===== src/design/bipr_pkg.sv =====
// Shared types, codes and decode functions of the bytecode instruction record parser.
package bipr_pkg;

	localparam int unsigned MAX_ARGS = 3;

	localparam logic [1:0] ST_OK        = 2'd0;
	localparam logic [1:0] ST_BAD_INT   = 2'd1;
	localparam logic [1:0] ST_TOO_MANY  = 2'd2;
	localparam logic [1:0] ST_BAD_KIND  = 2'd3;

	localparam logic [3:0] KIND_UNDEF    = 4'd0;
	localparam logic [3:0] KIND_CONST    = 4'd1;
	localparam logic [3:0] KIND_SLOT     = 4'd2;
	localparam logic [3:0] KIND_COUNT    = 4'd3;
	localparam logic [3:0] KIND_PARAM    = 4'd4;
	localparam logic [3:0] KIND_POSITION = 4'd5;
	localparam logic [3:0] KIND_CLOSURE  = 4'd6;
	localparam logic [3:0] KIND_STATIC   = 4'd7;
	localparam logic [3:0] KIND_ARG      = 4'd8;

	localparam logic [7:0] INT_TAG_W4 = 8'h69;
	localparam logic [7:0] INT_TAG_W3 = 8'h68;
	localparam logic [7:0] INT_TAG_W2 = 8'h73;
	localparam logic [7:0] INT_TAG_W1 = 8'h62;
	localparam logic [7:0] INT_TAG_W0 = 8'h7a;

	localparam logic [7:0] ARG_TAG_CONST    = 8'h63;
	localparam logic [7:0] ARG_TAG_SLOT     = 8'h73;
	localparam logic [7:0] ARG_TAG_COUNT    = 8'h6f;
	localparam logic [7:0] ARG_TAG_PARAM    = 8'h70;
	localparam logic [7:0] ARG_TAG_POSITION = 8'h69;
	localparam logic [7:0] ARG_TAG_CLOSURE  = 8'h6c;
	localparam logic [7:0] ARG_TAG_STATIC   = 8'h74;
	localparam logic [7:0] ARG_TAG_ARG      = 8'h61;

	typedef struct packed {
		logic [31:0] line_number;
		logic [7:0]  opcode;
		logic [1:0]  arg_count;
		logic [3:0]  first_kind;
		logic [31:0] first_value;
		logic [3:0]  second_kind;
		logic [31:0] second_value;
		logic [3:0]  third_kind;
		logic [31:0] third_value;
		logic [1:0]  status;
	} rec_t;

	typedef struct packed {
		logic       known;
		logic [2:0] len;
	} int_tag_t;

	function automatic int_tag_t int_tag_len(input logic [7:0] t);
		int_tag_t r;
		r = '{known: 1'b1, len: 3'd0};
		unique case (t)
			INT_TAG_W4: r.len = 3'd4;
			INT_TAG_W3: r.len = 3'd3;
			INT_TAG_W2: r.len = 3'd2;
			INT_TAG_W1: r.len = 3'd1;
			INT_TAG_W0: r.len = 3'd0;
			default: r.known = 1'b0;
		endcase
		return r;
	endfunction

	function automatic logic [3:0] kind_code(input logic [7:0] t);
		logic [3:0] k;
		unique case (t)
			ARG_TAG_CONST:    k = KIND_CONST;
			ARG_TAG_SLOT:     k = KIND_SLOT;
			ARG_TAG_COUNT:    k = KIND_COUNT;
			ARG_TAG_PARAM:    k = KIND_PARAM;
			ARG_TAG_POSITION: k = KIND_POSITION;
			ARG_TAG_CLOSURE:  k = KIND_CLOSURE;
			ARG_TAG_STATIC:   k = KIND_STATIC;
			ARG_TAG_ARG:      k = KIND_ARG;
			default: k = KIND_UNDEF;
		endcase
		return k;
	endfunction

	// Argument index modulo three on a two-bit index.
	function automatic logic [1:0] arg_slot(input logic [1:0] idx);
		return (idx == 2'd3) ? 2'd0 : idx;
	endfunction

endpackage


===== src/design/bipr_parser.sv =====
// Record assembly state machine: one byte per cycle while accept is high, at most one record out.
module bipr_parser
	import bipr_pkg::*;
#(
	parameter int unsigned MAX_ARG_COUNT = MAX_ARGS
)
(
	input  logic       clk,
	input  logic       arst_n,
	input  logic       accept,
	input  logic [7:0] byte_value,
	output logic       res_valid,
	output rec_t       res
);

	localparam logic [2:0] PH_LINE_TAG  = 3'd0;
	localparam logic [2:0] PH_LINE_BYTE = 3'd1;
	localparam logic [2:0] PH_OPCODE    = 3'd2;
	localparam logic [2:0] PH_COUNT     = 3'd3;
	localparam logic [2:0] PH_KIND      = 3'd4;
	localparam logic [2:0] PH_VAL_TAG   = 3'd5;
	localparam logic [2:0] PH_VAL_BYTE  = 3'd6;

	logic [2:0]       phase_q, n_phase;
	logic [2:0]       left_q, n_left;
	logic [31:0]      acc_q, n_acc;
	logic [31:0]      line_q, n_line;
	logic [7:0]       opc_q, n_opc;
	logic [1:0]       cnt_q, n_cnt;
	logic [1:0]       idx_q, n_idx;
	logic [2:0][3:0]  kinds_q, n_kinds;
	logic [2:0][31:0] vals_q, n_vals;

	int_tag_t    tag;
	logic        int_fire;
	logic        int_line;
	logic [31:0] int_val;
	logic [2:0]  left_dec;
	logic [1:0]  slot;
	logic        do_rec;
	logic        do_err;
	logic [1:0]  err_code;

	always_comb begin
		n_phase  = phase_q;
		n_left   = left_q;
		n_acc    = acc_q;
		n_line   = line_q;
		n_opc    = opc_q;
		n_cnt    = cnt_q;
		n_idx    = idx_q;
		n_kinds  = kinds_q;
		n_vals   = vals_q;
		int_fire = 1'b0;
		int_line = 1'b0;
		int_val  = '0;
		do_rec   = 1'b0;
		do_err   = 1'b0;
		err_code = ST_OK;
		tag      = int_tag_len(byte_value);
		left_dec = (left_q != 3'd0) ? left_q - 3'd1 : 3'd0;
		slot     = arg_slot(idx_q);
		res      = '0;

		unique case (phase_q)
			PH_LINE_BYTE, PH_VAL_BYTE: begin
				n_acc  = {acc_q[23:0], byte_value};
				n_left = left_dec;
				if (left_dec == 3'd0) begin
					int_fire = 1'b1;
					int_line = (phase_q == PH_LINE_BYTE);
					int_val  = n_acc;
				end
			end
			PH_OPCODE: begin
				n_opc   = byte_value;
				n_phase = PH_COUNT;
			end
			PH_COUNT: begin
				if (byte_value > 8'(MAX_ARG_COUNT)) begin
					do_err   = 1'b1;
					err_code = ST_TOO_MANY;
				end else begin
					n_cnt = byte_value[1:0];
					n_idx = 2'd0;
					if (byte_value == 8'd0)
						do_rec = 1'b1;
					else
						n_phase = PH_KIND;
				end
			end
			PH_KIND: begin
				n_kinds[slot] = kind_code(byte_value);
				n_phase       = PH_VAL_TAG;
			end
			default: begin
				if (!tag.known) begin
					do_err   = 1'b1;
					err_code = ST_BAD_INT;
				end else begin
					n_acc = '0;
					if (tag.len == 3'd0) begin
						int_fire = 1'b1;
						int_line = (phase_q != PH_VAL_TAG);
					end else begin
						n_left  = tag.len;
						n_phase = (phase_q == PH_VAL_TAG) ? PH_VAL_BYTE : PH_LINE_BYTE;
					end
				end
			end
		endcase

		if (int_fire) begin
			if (int_line) begin
				n_line  = int_val;
				n_phase = PH_OPCODE;
			end else if (kinds_q[slot] == KIND_UNDEF) begin
				do_err   = 1'b1;
				err_code = ST_BAD_KIND;
			end else begin
				n_vals[slot] = int_val;
				n_idx        = idx_q + 2'd1;
				if (n_idx >= cnt_q)
					do_rec = 1'b1;
				else
					n_phase = PH_KIND;
			end
		end

		if (do_rec) begin
			res.line_number  = n_line;
			res.opcode       = n_opc;
			res.arg_count    = n_cnt;
			res.first_kind   = n_kinds[0];
			res.first_value  = n_vals[0];
			res.second_kind  = n_kinds[1];
			res.second_value = n_vals[1];
			res.third_kind   = n_kinds[2];
			res.third_value  = n_vals[2];
			res.status       = ST_OK;
		end else if (do_err) begin
			res.status = err_code;
		end

		res_valid = do_rec || do_err;
		if (res_valid) begin
			n_phase = PH_LINE_TAG;
			n_left  = '0;
			n_acc   = '0;
			n_line  = '0;
			n_opc   = '0;
			n_cnt   = '0;
			n_idx   = '0;
			n_kinds = '0;
			n_vals  = '0;
		end
	end

	always_ff @(posedge clk or negedge arst_n) begin
		if (!arst_n) begin
			phase_q <= PH_LINE_TAG;
			left_q  <= '0;
			acc_q   <= '0;
			line_q  <= '0;
			opc_q   <= '0;
			cnt_q   <= '0;
			idx_q   <= '0;
			kinds_q <= '0;
			vals_q  <= '0;
		end else if (accept) begin
			phase_q <= n_phase;
			left_q  <= n_left;
			acc_q   <= n_acc;
			line_q  <= n_line;
			opc_q   <= n_opc;
			cnt_q   <= n_cnt;
			idx_q   <= n_idx;
			kinds_q <= n_kinds;
			vals_q  <= n_vals;
		end
	end

	a_clear_after_result: assert property (@(posedge clk) disable iff (!arst_n)
		accept && res_valid |=> phase_q == PH_LINE_TAG && kinds_q == '0)
		else $error("Parser state not cleared after a result.");

	a_error_zero_fields: assert property (@(posedge clk) disable iff (!arst_n)
		res_valid && res.status != ST_OK |-> res.line_number == '0 && res.arg_count == '0)
		else $error("Error result carries record fields.");

	a_phase_known: assert property (@(posedge clk) disable iff (!arst_n)
		phase_q <= PH_VAL_BYTE)
		else $error("Parser phase left the defined range.");

endmodule


===== src/design/bipr_out_buf.sv =====
// Two-entry output register with skid stage for finished records.
module bipr_out_buf
	import bipr_pkg::*;
(
	input  logic clk,
	input  logic arst_n,
	input  logic push,
	input  rec_t push_rec,
	output logic can_take,
	output logic out_valid,
	input  logic out_ready,
	output rec_t out_rec
);

	logic out_v_q;
	logic skid_v_q;
	rec_t out_q;
	rec_t skid_q;
	logic pop;

	assign pop       = out_v_q && out_ready;
	assign can_take  = !skid_v_q;
	assign out_valid = out_v_q;
	assign out_rec   = out_q;

	always_ff @(posedge clk or negedge arst_n) begin
		if (!arst_n) begin
			out_v_q  <= 1'b0;
			skid_v_q <= 1'b0;
		end else if (skid_v_q) begin
			if (pop)
				skid_v_q <= 1'b0;
		end else if (push) begin
			if (!out_v_q || pop)
				out_v_q <= 1'b1;
			else
				skid_v_q <= 1'b1;
		end else if (pop) begin
			out_v_q <= 1'b0;
		end
	end

	always_ff @(posedge clk) begin
		if (skid_v_q) begin
			if (pop)
				out_q <= skid_q;
		end else if (push) begin
			if (!out_v_q || pop)
				out_q <= push_rec;
			else
				skid_q <= push_rec;
		end
	end

	a_skid_behind_out: assert property (@(posedge clk) disable iff (!arst_n)
		skid_v_q |-> out_v_q)
		else $error("Skid entry held without an output entry.");

	a_push_lands: assert property (@(posedge clk) disable iff (!arst_n)
		push && !skid_v_q && !out_v_q |=> out_v_q && !skid_v_q)
		else $error("Record pushed into empty buffer was not presented.");

	a_hold_while_stalled: assert property (@(posedge clk) disable iff (!arst_n)
		out_v_q && !out_ready |=> out_v_q && $stable(out_q))
		else $error("Output item changed while waiting to be taken.");

endmodule


===== src/design/bytecode_instruction_record_parser_top.sv =====
// Top level of the bytecode instruction record parser.
//
//   channel | direction | handshake             | payload
//   input   | in        | in_valid / in_ready   | byte_value
//   output  | out       | out_valid / out_ready | line_number .. status (one record)
//
// The state machine steps once per byte, so one byte is taken per cycle while
// in_ready is high; the record or error that a byte completes is presented in
// the cycle after that byte is taken when the output register is free.
// Reset is asynchronous and returns the parser to the start of a record.
// A skid stage holds a second finished record, so bytes keep flowing while the
// output is stalled until both entries are full.
module bytecode_instruction_record_parser_top
	import bipr_pkg::*;
#(
	parameter int unsigned MAX_ARG_COUNT = MAX_ARGS
)
(
	input  logic        clk,
	input  logic        arst_n,
	input  logic        in_valid,
	output logic        in_ready,
	input  logic [7:0]  byte_value,
	output logic        out_valid,
	input  logic        out_ready,
	output logic [31:0] line_number,
	output logic [7:0]  opcode,
	output logic [1:0]  arg_count,
	output logic [3:0]  first_kind,
	output logic [31:0] first_value,
	output logic [3:0]  second_kind,
	output logic [31:0] second_value,
	output logic [3:0]  third_kind,
	output logic [31:0] third_value,
	output logic [1:0]  status
);

	logic accept;
	logic res_valid;
	rec_t res;
	rec_t out_rec;
	logic can_take;

	assign in_ready = can_take;
	assign accept   = in_valid && can_take;

	bipr_parser #(
		.MAX_ARG_COUNT (MAX_ARG_COUNT)
	) u_parser (
		.clk        (clk),
		.arst_n     (arst_n),
		.accept     (accept),
		.byte_value (byte_value),
		.res_valid  (res_valid),
		.res        (res)
	);

	bipr_out_buf u_out_buf (
		.clk       (clk),
		.arst_n    (arst_n),
		.push      (accept && res_valid),
		.push_rec  (res),
		.can_take  (can_take),
		.out_valid (out_valid),
		.out_ready (out_ready),
		.out_rec   (out_rec)
	);

	assign line_number  = out_rec.line_number;
	assign opcode       = out_rec.opcode;
	assign arg_count    = out_rec.arg_count;
	assign first_kind   = out_rec.first_kind;
	assign first_value  = out_rec.first_value;
	assign second_kind  = out_rec.second_kind;
	assign second_value = out_rec.second_value;
	assign third_kind   = out_rec.third_kind;
	assign third_value  = out_rec.third_value;
	assign status       = out_rec.status;

endmodule


===== config.mk =====
export PLATFORM = sky130hd
export DESIGN_NAME = bytecode_instruction_record_parser_top
export DESIGN_NICKNAME = d
export VERILOG_FILES = /design/src/design/bipr_pkg.sv /design/src/design/bipr_parser.sv /design/src/design/bipr_out_buf.sv /design/src/design/bytecode_instruction_record_parser_top.sv
export SDC_FILE = /design/constraint.sdc
export NUM_CORES = 1
export LEC_CHECK = 0
export ABC_AREA = 1
export BUFFER_PORTS_ARGS = -buffer_cell sky130_fd_sc_hd__buf_4
export CORE_MARGIN = 3
export CORE_UTILIZATION = 60
export DETAILED_ROUTE_END_ITERATION = 8
export PLACE_DENSITY = 0.8
export SYNTH_ARGS = -nofsm -noshare
export SYNTH_HDL_FRONTEND = slang
export SYNTH_SLANG_ARGS = --single-unit
export TNS_END_PERCENT = 30

===== constraint.sdc =====
create_clock -name clk -period 25.1 [get_ports clk]
set_input_delay 1.255 -clock clk [delete_from_list [all_inputs] [get_ports clk]]
set_output_delay 1.255 -clock clk [all_outputs]
set_load 0.02 [all_outputs]

Yosys cells after proc, flatten, opt, wreduce, memory -nomap -nowiden
Cells that the tools add are included.
{"block": "totals", "regBits": 488, "in_bits": 12, "output_inout_bits": 154, "word_cells": 187}
{"block": "op_classes", "addsub": 2, "n_lt_le_gt_ge": 4, "eq_ne": 23, "n_mux": 95, "bitwise": 2, "n_reduce_logical": 26}
{"operator": "$mux 152", "count": 4}
{"operator": "$mux 96", "count": 4}
{"operator": "$mux 32", "count": 6}
{"operator": "$mux 150", "count": 1}
{"operator": "$bwmux 96", "count": 1}
{"operator": "$eq 8x7->1 const B", "count": 11}
{"operator": "$demux 32 s2", "count": 1}
{"operator": "$mux 24", "count": 2}
{"operator": "$pmux 24 s2", "count": 1}
{"operator": "$mux 3", "count": 14}
{"operator": "$mux 2", "count": 16}
{"operator": "$pmux 4 s8", "count": 1}
{"operator": "$mux 1", "count": 27}
{"operator": "$mux 12", "count": 2}
{"operator": "$pmux 3 s4", "count": 2}
{"operator": "$mux 8", "count": 2}
{"operator": "$bwmux 12", "count": 1}
{"operator": "$mux 4", "count": 3}
{"operator": "$reduce_and 3->1", "count": 4}
{"operator": "$eq 3x3->1 const B", "count": 3}
{"operator": "$bmux 4 s2", "count": 1}
{"operator": "$demux 4 s2", "count": 1}
{"operator": "$gt 8x2->1 const B", "count": 1}
{"operator": "$logic_not 8->1", "count": 1}
{"operator": "other kinds (27)", "count": 42}

Longest topological paths before layout
Gate-level depths: netlist (run 1).
{"block": "logic_depth", "ltp_word": 14, "ltp_mapped": 17, "ltp_nobuf": 15}

Cells and area by module
From an unflattened synthesis (run 1), not the netlist that was laid out.
{"block": "hier_totals", "hier_cells": 2145, "area_unflattened_um2": 21284.2}
{"mod": "bipr_out_buf", "n_inst": 1, "cells_each": 812, "area_each_um2": 11168.2, "seq_area_each_um2": 9178.8}
{"mod": "bipr_parser", "n_inst": 1, "cells_each": 1329, "area_each_um2": 10098.4, "seq_area_each_um2": 4554.4}
{"mod": "bytecode_instruction_record_parser_top", "n_inst": 1, "cells_each": 4, "area_each_um2": 17.5, "seq_area_each_um2": 0.0}

Least setup slack after synthesis (run 1)
No wires, ideal clock.
{"block": "synth_timing", "path_kind": "in2reg", "start": "input port byte_value[0]", "end": "register u_out_buf.out_q, in the netlist u_out_buf.out_rec[0] (enable)", "setup_time_ps": 896, "arrival_time_ps": 13172, "t_required_ps": 24204, "path_slack_ps": 11032, "stages": 12, "path_buffers": 1, "cell_sequence": "buf_6 -> inv_2 -> nand2_1 -> nor2_1 -> nand2_2 -> o21ai_4 -> nand2_4 -> nor2_4 -> nor2_4 -> nand2_4 -> nand2_4 -> a21boi_0"}
{"block": "synth_via", "elab_chain_cells": 12, "word_cells_on_any_way": 34}
{"element": "from (decl)", "line_no": "bytecode_instruction_record_parser_top.sv:23", "rtl": "input logic [7:0] byte_value,"}
{"element": "$eq 8x7->1 or $logic_not 8->1 (tied branches)", "line_no": "bipr_pkg.sv:57, bipr_parser.sv:86"}
{"element": "$pmux 3 s4 (tied with other cells)", "line_no": "bipr_pkg.sv:57", "rtl": "unique case (t)"}
{"element": "$logic_not 3->1 (tied with other cells)", "line_no": "bipr_parser.sv:102", "rtl": "if (tag.len == 3'd0) begin"}
{"element": "$mux 1 (on tied branches)", "line_no": "bipr_parser.sv:102, bipr_parser.sv:65, bipr_parser.sv:97"}
{"element": "$mux 1 (tied with other cells)", "line_no": "bipr_parser.sv:97", "rtl": "if (!tag.known) begin"}
{"element": "$pmux 1 s2 or $mux 1 (tied branches)", "line_no": "bipr_parser.sv:65, bipr_parser.sv:117"}
{"element": "$mux 1", "line_no": "bipr_parser.sv:114", "rtl": "if (int_line) begin"}
{"element": "$mux 1", "line_no": "bipr_parser.sv:113", "rtl": "if (int_fire) begin"}
{"element": "$logic_or 1x1->1 (*)", "line_no": "bipr_parser.sv:145", "rtl": "res_valid = do_rec || do_err;"}
{"element": "$logic_and 1x1->1 (*)", "line_no": "bytecode_instruction_record_parser_top.sv:61", "rtl": ".push (accept && res_valid),"}
{"element": "$reduce_bool 2->1 (no source line) (*)"}
{"element": "$reduce_and 3->1 (no source line) (*)"}
{"element": "to (signal assigned)", "line_no": "bipr_out_buf.sv:46", "rtl": "out_q <= skid_q;"}
{"element": "to (signal assigned)", "line_no": "bipr_out_buf.sv:49", "rtl": "out_q <= push_rec;"}
{"element": "to (decl)", "line_no": "bipr_out_buf.sv:17", "rtl": "rec_t out_q;"}
Mark *: on every way between the ends. The rest lies on a longest branch, timed or not.
A chain may end at the register's enable or synchronous reset.

Worst setup path after layout (run 1)
{"block": "layout_timing", "start": "register u_out_buf.skid_v_q", "end": "register u_out_buf.out_q, in the netlist u_out_buf.out_rec[98] (enable)"}
{"block": "layout_via", "elab_chain_cells": 5, "word_cells_on_any_way": 7}
{"element": "from (decl)", "line_no": "bipr_out_buf.sv:16", "rtl": "logic skid_v_q;"}
{"element": "from (signal assigned)", "line_no": "bipr_out_buf.sv:29", "rtl": "skid_v_q <= 1'b0;"}
{"element": "from (signal assigned)", "line_no": "bipr_out_buf.sv:32", "rtl": "skid_v_q <= 1'b0;"}
{"element": "from (signal assigned)", "line_no": "bipr_out_buf.sv:37", "rtl": "skid_v_q <= 1'b1;"}
{"element": "$logic_not 1->1", "line_no": "bipr_out_buf.sv:22", "rtl": "assign can_take = !skid_v_q;"}
{"element": "$logic_and 1x1->1", "line_no": "bytecode_instruction_record_parser_top.sv:45", "rtl": "assign accept = in_valid && can_take;"}
{"element": "$logic_and 1x1->1", "line_no": "bytecode_instruction_record_parser_top.sv:61"}
{"element": "$reduce_bool 2->1 (no source line)"}
{"element": "$reduce_and 3->1 (no source line) (*)"}
Marked as above.

==> results of run 1 <==
[metrics by stage]
step           hold WS, ns  total power, W
2_1_floorplan        0.448         0.00142
3_3_place_gp         0.462         0.00158
3_5_place_dp         0.466         0.00159
4_1_cts              0.483         0.00230
5_1_grt              0.509         0.00237
6_report             0.482         0.00228
[tightest hold or removal path: cells and delay by family (launching register included)]
| family | cells | cell delay, ns |
|---|---|---|
| flip-flops | 1 | 0.34 |
| AO/OA/AOI/OAI | 1 | 0.06 |
| AND/OR/NAND/NOR | 1 | 0.05 |
[metal layers]
layer / GRT usage (%) / routed length, um / up-vias
met5: 0 / 0 / -
met4: 9.68 / 1800 / 0
met3: 4.21 / 4240 / 119
met2: 44.0 / 25000 / 735
met1: 39.7 / 21600 / 7550
li1: - / - / 7389
[sequential cells by signal (all words and copies together) (netlist names), 3 cells and up]
signal / cells
u_parser.phase_q: 3
u_parser.kinds_q: 12
u_parser.acc_q: 24
u_parser.vals_q: 96
u_out_buf.skid_q: 152
u_parser.line_q: 32
u_parser.opc_q: 8
u_out_buf.out_rec: 152
u_parser.left_q: 3
[path summary, 6_finish.rpt]
path	startpoint	to	slack (ns)
hold / removal	u_parser.line_q[31]$_DFFE_PN0P_	u_parser.line_q[31]$_DFFE_PN0P_	0.48
hold reg to reg	u_parser.line_q[31]$_DFFE_PN0P_	u_parser.line_q[31]$_DFFE_PN0P_	0.48
max in group asynchronous	arst_n	u_parser.acc_q[9]$_DFFE_PN0P_	22.60
min in group asynchronous	arst_n	u_parser.line_q[4]$_DFFE_PN0P_	0.84
setup reg to reg	u_out_buf.skid_v_q$_DFF_PN0_	u_out_buf.out_rec[98]$_DFFE_PP_	19.80
setup / recovery	u_out_buf.skid_v_q$_DFF_PN0_	u_out_buf.out_rec[98]$_DFFE_PP_	19.80
[power by group]
part | leakage [nW] | switching (W) | internal [W]
Sequential | 5.49 | 0.0000383 | 0.00103
Combinational | 4.36 | 0.000358 | 0.000146
Clock | 0.781 | 0.000302 | 0.000409
Total | 10.6 | 0.000699 | 0.00158
[logic make-up (layout without fill, tap and decap cells)]
logic type	after synthesis	count (layout)	share of synthesized area, %
AO/OA/AOI/OAI	334	334	8.98
adder cells (fa/ha/maj)	5	5	0.295
AND/OR/NAND/NOR	1022	1022	19.6
flip-flops	488	488	64.8
buffers and inverters	320	469	6.41
[layout by cell type (no fill, tap or decap), drive strengths merged, types with 2 or more instances in the layout]
cell	count
o22ai	134
clkinv	16
dfrtp	184
nor2	210
ha	5
o21ai	182
nor3	5
edfxtp	304
bufinv	2
buf	180
clkbuf	69
nand3	47
inv	201
nor3b	2
a21oi	11
a31oi	4
nand4	6
nand2	749
[cell type report]
| class | count | area, um2 |
|---|---|---|
| sequential | 488 | 13700 |
| fill | 2583 | 10600 |
| multi-input combinational | 1361 | 6150 |
| clock buffer | 69 | 1400 |
| timing repair buffer | 180 | 1360 |
| inverter | 200 | 761 |
| tap | 455 | 569 |
| clock inverter | 20 | 166 |
==> flow_summary.toml, run 1 <==
[sta]
fmax_mhz = 189
finalHoldViolations = 0
worst_pin_slew_ns = 1.18
layout_setup_ws_ns = 19.80
maxSlewViolCount = 0
min_period_ns = 5.30
finalCritPeriodShare_pct = 21.1
maxSlewHeadroom_pct = 21.4
finClkSkew_ns = 0.0243
grt_setup_unrepaired = "false"
tns_ns = 0
setup_viol = 0

[floorplan]
die_w_um = 194
ioPinCount = 166
initial_utilization_pct = 61.1
die_h_um = 194
core_um2 = 34700
dieArea_um2 = 37600
rows = 68

[cells_and_area]
area_growth_syn_to_layout_pct = 13.8
layout.core_utilization_pct = 69.5
drive_above_1_share_pct = 14.3
final_cells = 2773
n_antenna_cell = 0
stdcell_area_um2 = 24100
nets = 2296

[placed_design]
place_congestion = 0.878
place_hpwl_um = 33400
place_area_um2 = 22600
portBuffers = 165
dp.cells = 2684
place_ws_ns = 19.71

[clock_tree]
cts.sinks = 488
cts_resized = 0
ctsHoldBuffers = 0
numCtsBuffers = 48
post_cts_buffers = 0
htreeDepth = 2
cts_tree = "yes"
cts_buffer_depth = 3
clk_pin_slew_worst_paths_ns = 0.06
root_buffer = "clkbuf_16"
insertion_delay_ns = 0.58

[routing]
vias = 15793
dr.pass1.iters = 6
wl_per_cell_um = 19.0
vias_per_cell = 5.70
wl_um = 52700
drtAntennaViolNets = 0
drc = 0
drtIter0Drc = 1778

[logic_synthesis]
synth_edf_count = 304
synth_top_area_cell = "edfxtp_1"
synthTopCellsByArea = "edfxtp_1, dfrtp_1, nand2_1"
seq_area_frac_synth_pct = 64.8
syn_area_per_cell_um2 = 9.78
yosysMostFrequentCell = "nand2_1"
ys_top_cells_by_count = "nand2_1, edfxtp_1, inv_1, dfrtp_1, nor2_1"
synth_top_area_share_pct = 43.0
syn_inst = 2169
yosysWarnings = 0
ys_types = 39
synth.cell_area_um2 = 21200
synth_seq_cells = 488
synth-async-reset-ratio_pct = 37.7
synth-main-ff-cell = "edfxtp_1"
synth_fp_nets = 2186

[setup_path]
cp_slowest_stage_delay_ns = 0.86
cp-start-kind = "flip-flop"
crit_fanout = 78
ff2ff_path_depth = 7
path_buf_inv = 4
crit_family = "buffers and inverters"
crit_chain = "inv_4 -> nand2_1 -> inv_4 -> nand2_4 -> a21boi_4 -> buf_4 -> buf_4"
cp.arrival_ns = 5.48
endpoint_kind = "flip-flop"
crit_required_ns = 25.28
path_class = "flip-flop to flip-flop"
path_depth = 7
cp_slowest_cell = "nand2_1"

[min_path]
hp-class = "flip-flop to flip-flop"
hold_depth = 2

[global_route]
grt_usage_pct = 27.7
grt_max_degree = 114
antenna_found_initial = 0
grt_pass1_vias = 15193
grt_overflow = 0
grt_pass1_wl_um = 83300

[outcome]
outcome = "complete, no violations"

[power]
p_leak_nw = 10.6
peakVddDrop_uv = 74.9
power_density_nw_per_um2 = 94.5

[job]
drv_cap = 0
Power figures use the tool's default switching activity.
==> run 2, diff against run 1 <==
--- a/config.mk
+++ b/config.mk
@@ -5,7 +5,7 @@
 export SDC_FILE = /design/constraint.sdc
 export NUM_CORES = 1
 export LEC_CHECK = 0
-export ABC_AREA = 1
+export ABC_AREA = 0
 export BUFFER_PORTS_ARGS = -buffer_cell sky130_fd_sc_hd__buf_4
 export CORE_MARGIN = 3
 export CORE_UTILIZATION = 60
==> constraint.sdc (replaced) <==
create_clock -name clk -period 4.95 [get_ports clk]
set_input_delay 0.2475 -clock clk [delete_from_list [all_inputs] [get_ports clk]]
set_output_delay 0.2475 -clock clk [all_outputs]
set_load 0.02 [all_outputs]
==> run 2 against run 1 <==
Compared with the run above: global-route usage grew 1.7 points; sequential power grew to 5.3 times the previous value; clock-buffer cell count grew 1; clock skew shrank 0.011 ns; cell area grew 0.43%; first-iteration DRC count shrank 13%; cell count shrank 16%; combinational power grew to 5.7 times the previous value; highest routed layer unchanged; critical path depth shrank 1; non-clock buffer count grew 17.
==> flow_summary.toml, run 2 <==
[cells_and_area]
nets = 1853
final_cells = 2325
n_antenna_cell = 0
final_common_cell = "edfxtp_1"
mostFrequentLayoutCells = "edfxtp_1, nand2_1, buf_4, dfrtp_1, nor2_1"
n_fill_cell = 2321
drive_above_1_share_pct = 16.8
area_growth_syn_to_layout_pct = 15.2
stdcell_area_um2 = 24200

[global_route]
grt_max_degree = 204
grt_usage_pct = 29.4
grt_pass1_wl_um = 86300
antenna_found_initial = 0
grt_overflow = 0
grt_pass1_vias = 14562

[logic_synthesis]
synthTopCellsByArea = "edfxtp_1, dfrtp_1, mux2i_1"
synth-compound-area-share_pct = 14.0
synth-async-reset-ratio_pct = 37.7
synth_seq_cells = 488
synth_edf_count = 304
ys_types = 72
syn_inst = 1725
synthAdderAreaFrac_pct = 0.297
yosysWarnings = 0
synthMuxAreaShare_pct = 6.06
synth_fp_nets = 1742
ys_top_cells_by_count = "edfxtp_1, nand2_1, dfrtp_1, nor2_1, o21ai_0"
synth-main-ff-cell = "edfxtp_1"
synth_top_family_by_area = "compound AO/OA/AOI/OAI gates"
syn_area_per_cell_um2 = 12.2
synth_xor_xnor_area_share_pct = 0.208
synth_simple_gate_area_share_pct = 11.1
yosysMostFrequentCell = "edfxtp_1"
seq_area_frac_synth_pct = 65.3
synth_top_area_share_pct = 43.4
synth.cell_area_um2 = 21000
synth_top_area_cell = "edfxtp_1"

[min_path]
whs_endpoint = "u_out_buf.skid_v_q$_DFF_PN0_"
hp-class = "input port to flip-flop"
hold_depth = 3
worstHoldStart = "in_valid"

[sta]
fmax_mhz = 256
worst_pin_slew_ns = 1.18
setup_viol = 0
tns_ns = 0
grt_setup_unrepaired = "false"
finalHoldViolations = 0
maxSlewHeadroom_pct = 21.2
finalCritPeriodShare_pct = 79.0
min_period_ns = 3.91
maxSlewViolCount = 0
finClkSkew_ns = 0.0130

[routing]
wl_um = 55600
vias = 14787
wl_per_cell_um = 23.9
vias_per_cell = 6.36
drtIter0Drc = 1539
drtAntennaViolNets = 0
drc = 0
dr.pass1.iters = 6

[setup_path]
cp-start-kind = "flip-flop"
crit_fanout = 53
path_class = "flip-flop to flip-flop"
crit_required_ns = 5.20
cp_slowest_cell = "nor2_1"
r2r-end = "u_out_buf.skid_q[96]$_DFFE_PP_"
cp.arrival_ns = 4.16
cp_slowest_stage_delay_ns = 0.72
reg2reg_setup_slack_ns = 1.04
crit_chain = "inv_1 -> nand2_1 -> nor2_1 -> or3_1 -> and4_4 -> buf_12"
endpoint_kind = "flip-flop"
r2r_start = "u_parser.phase_q[2]$_DFFE_PN0P_"
ff2ff_path_depth = 6
crit_family = "simple AND/OR/NAND/NOR gates"
path_buf_inv = 2

[power]
p_leak_nw = 9.28
peakVddDrop_uv = 404
power_density_nw_per_um2 = 502
p_total_w = 0.0122

[placed_design]
place_hpwl_um = 35300
dp.cells = 2229
place_congestion = 0.898
portBuffers = 165
place_area_um2 = 22600

[outcome]
outcome = "complete, no violations"

[clock_tree]
cts.sinks = 488
insertion_delay_ns = 0.58
post_cts_buffers = 0
cts_tree = "yes"
cts_buffer_depth = 3
htreeDepth = 2
numCtsBuffers = 50
clk_pin_slew_worst_paths_ns = 0.06
root_buffer = "clkbuf_16"

[floorplan]
die_w_um = 193
core_um2 = 34000
ioPinCount = 166
die_h_um = 193
rows = 67
dieArea_um2 = 37300
initial_utilization_pct = 61.8

[job]
drv_cap = 0
-- run 2: cell types whose count changed after synthesis, sizes merged, moves of 46 or more --
cell	change
nor2	-46
o22ai	-133
nand2	-490
o31ai	+58
inv	-188
mux2i	+116
o2bb2ai	+88
-- run 2: power by group --
part | total [W] | switching, W | internal, W | leakage, nW
registers | 0.00564 | 0.000311 | 0.00533 | 5.40
logic | 0.00288 | 0.00192 | 0.000965 | 3.07
clock network | 0.00365 | 0.00155 | 0.00210 | 0.799
total | 0.0122 | 0.00378 | 0.00839 | 9.28
-- run 2: cells by family (layout without fill, tap and decap cells) --
logic type      count (synthesis)  after routing
fa+ha+maj                       5              5
mux                           126            126
compound gates                422            422
simple gates                  530            530
flops                         488            488
xor+xnor                        5              5
buf+inv                       149            301
-- run 2: layout make-up --
class	count	area (um2)	share of cell area, %
Clock buffer	70	1450	5.98
Clock inverter	23	146	0.604
Inverter	11	41.3	0.170
Multi-Input combinational cell	1088	6740	27.8
Sequential cell	488	13700	56.7
Tap cell	448	561	2.31
Timing Repair Buffer	197	1570	6.46
-- run 2: metrics by stage --
step	hold slack (ns)	setup slack (ns)	util, %
final	0.0443	1.04	71.2
after global routing	0.0451	0.834	71.2
after global placement	0.308	1.16	66.4
after floorplan	-0.0481	0.0353	-
after detailed placement	0.312	1.03	66.4
after CTS	0.00885	1.10	71.2
-- run 2: worst min-delay path, stage by stage --
cell,delay [ns]
buf_4,0.14
a31oi_1,0.13
a21oi_1,0.06
-- run 2: what timing repair did --
action	4_1_cts	5_1_grt
resized for setup	0	0
endpoints found under the hold margin	75	0
hold buffers	3	0
-- run 2: worst max-delay path by stage --
stage | from | cells after the start | slack (ns) | to
2_1_floorplan | u_parser.idx_q[0]$_DFFE_PN0P_ | 10 | 0.04 | u_out_buf.out_rec[0]$_DFFE_PP_
3_3_place_gp | byte_value[2] | 7 | 1.16 | u_out_buf.skid_q[70]$_DFFE_PP_
3_5_place_dp | byte_value[2] | 7 | 1.03 | u_out_buf.skid_q[36]$_DFFE_PP_
4_1_cts | u_parser.phase_q[2]$_DFFE_PN0P_ | 6 | 1.10 | u_out_buf.skid_q[106]$_DFFE_PP_
5_1_grt | u_parser.phase_q[2]$_DFFE_PN0P_ | 6 | 0.83 | u_out_buf.skid_q[106]$_DFFE_PP_
6_report | u_parser.phase_q[2]$_DFFE_PN0P_ | 6 | 1.04 | u_out_buf.skid_q[96]$_DFFE_PP_
-- run 2: per-layer routing --
layer  wire [um]  GRT usage [%]  share of wire, %
met5           0              0                 0
met4        2470           12.1               4.4
met3        4060           5.93               7.3
met2       26400           46.7                47
met1       22700           40.2                41
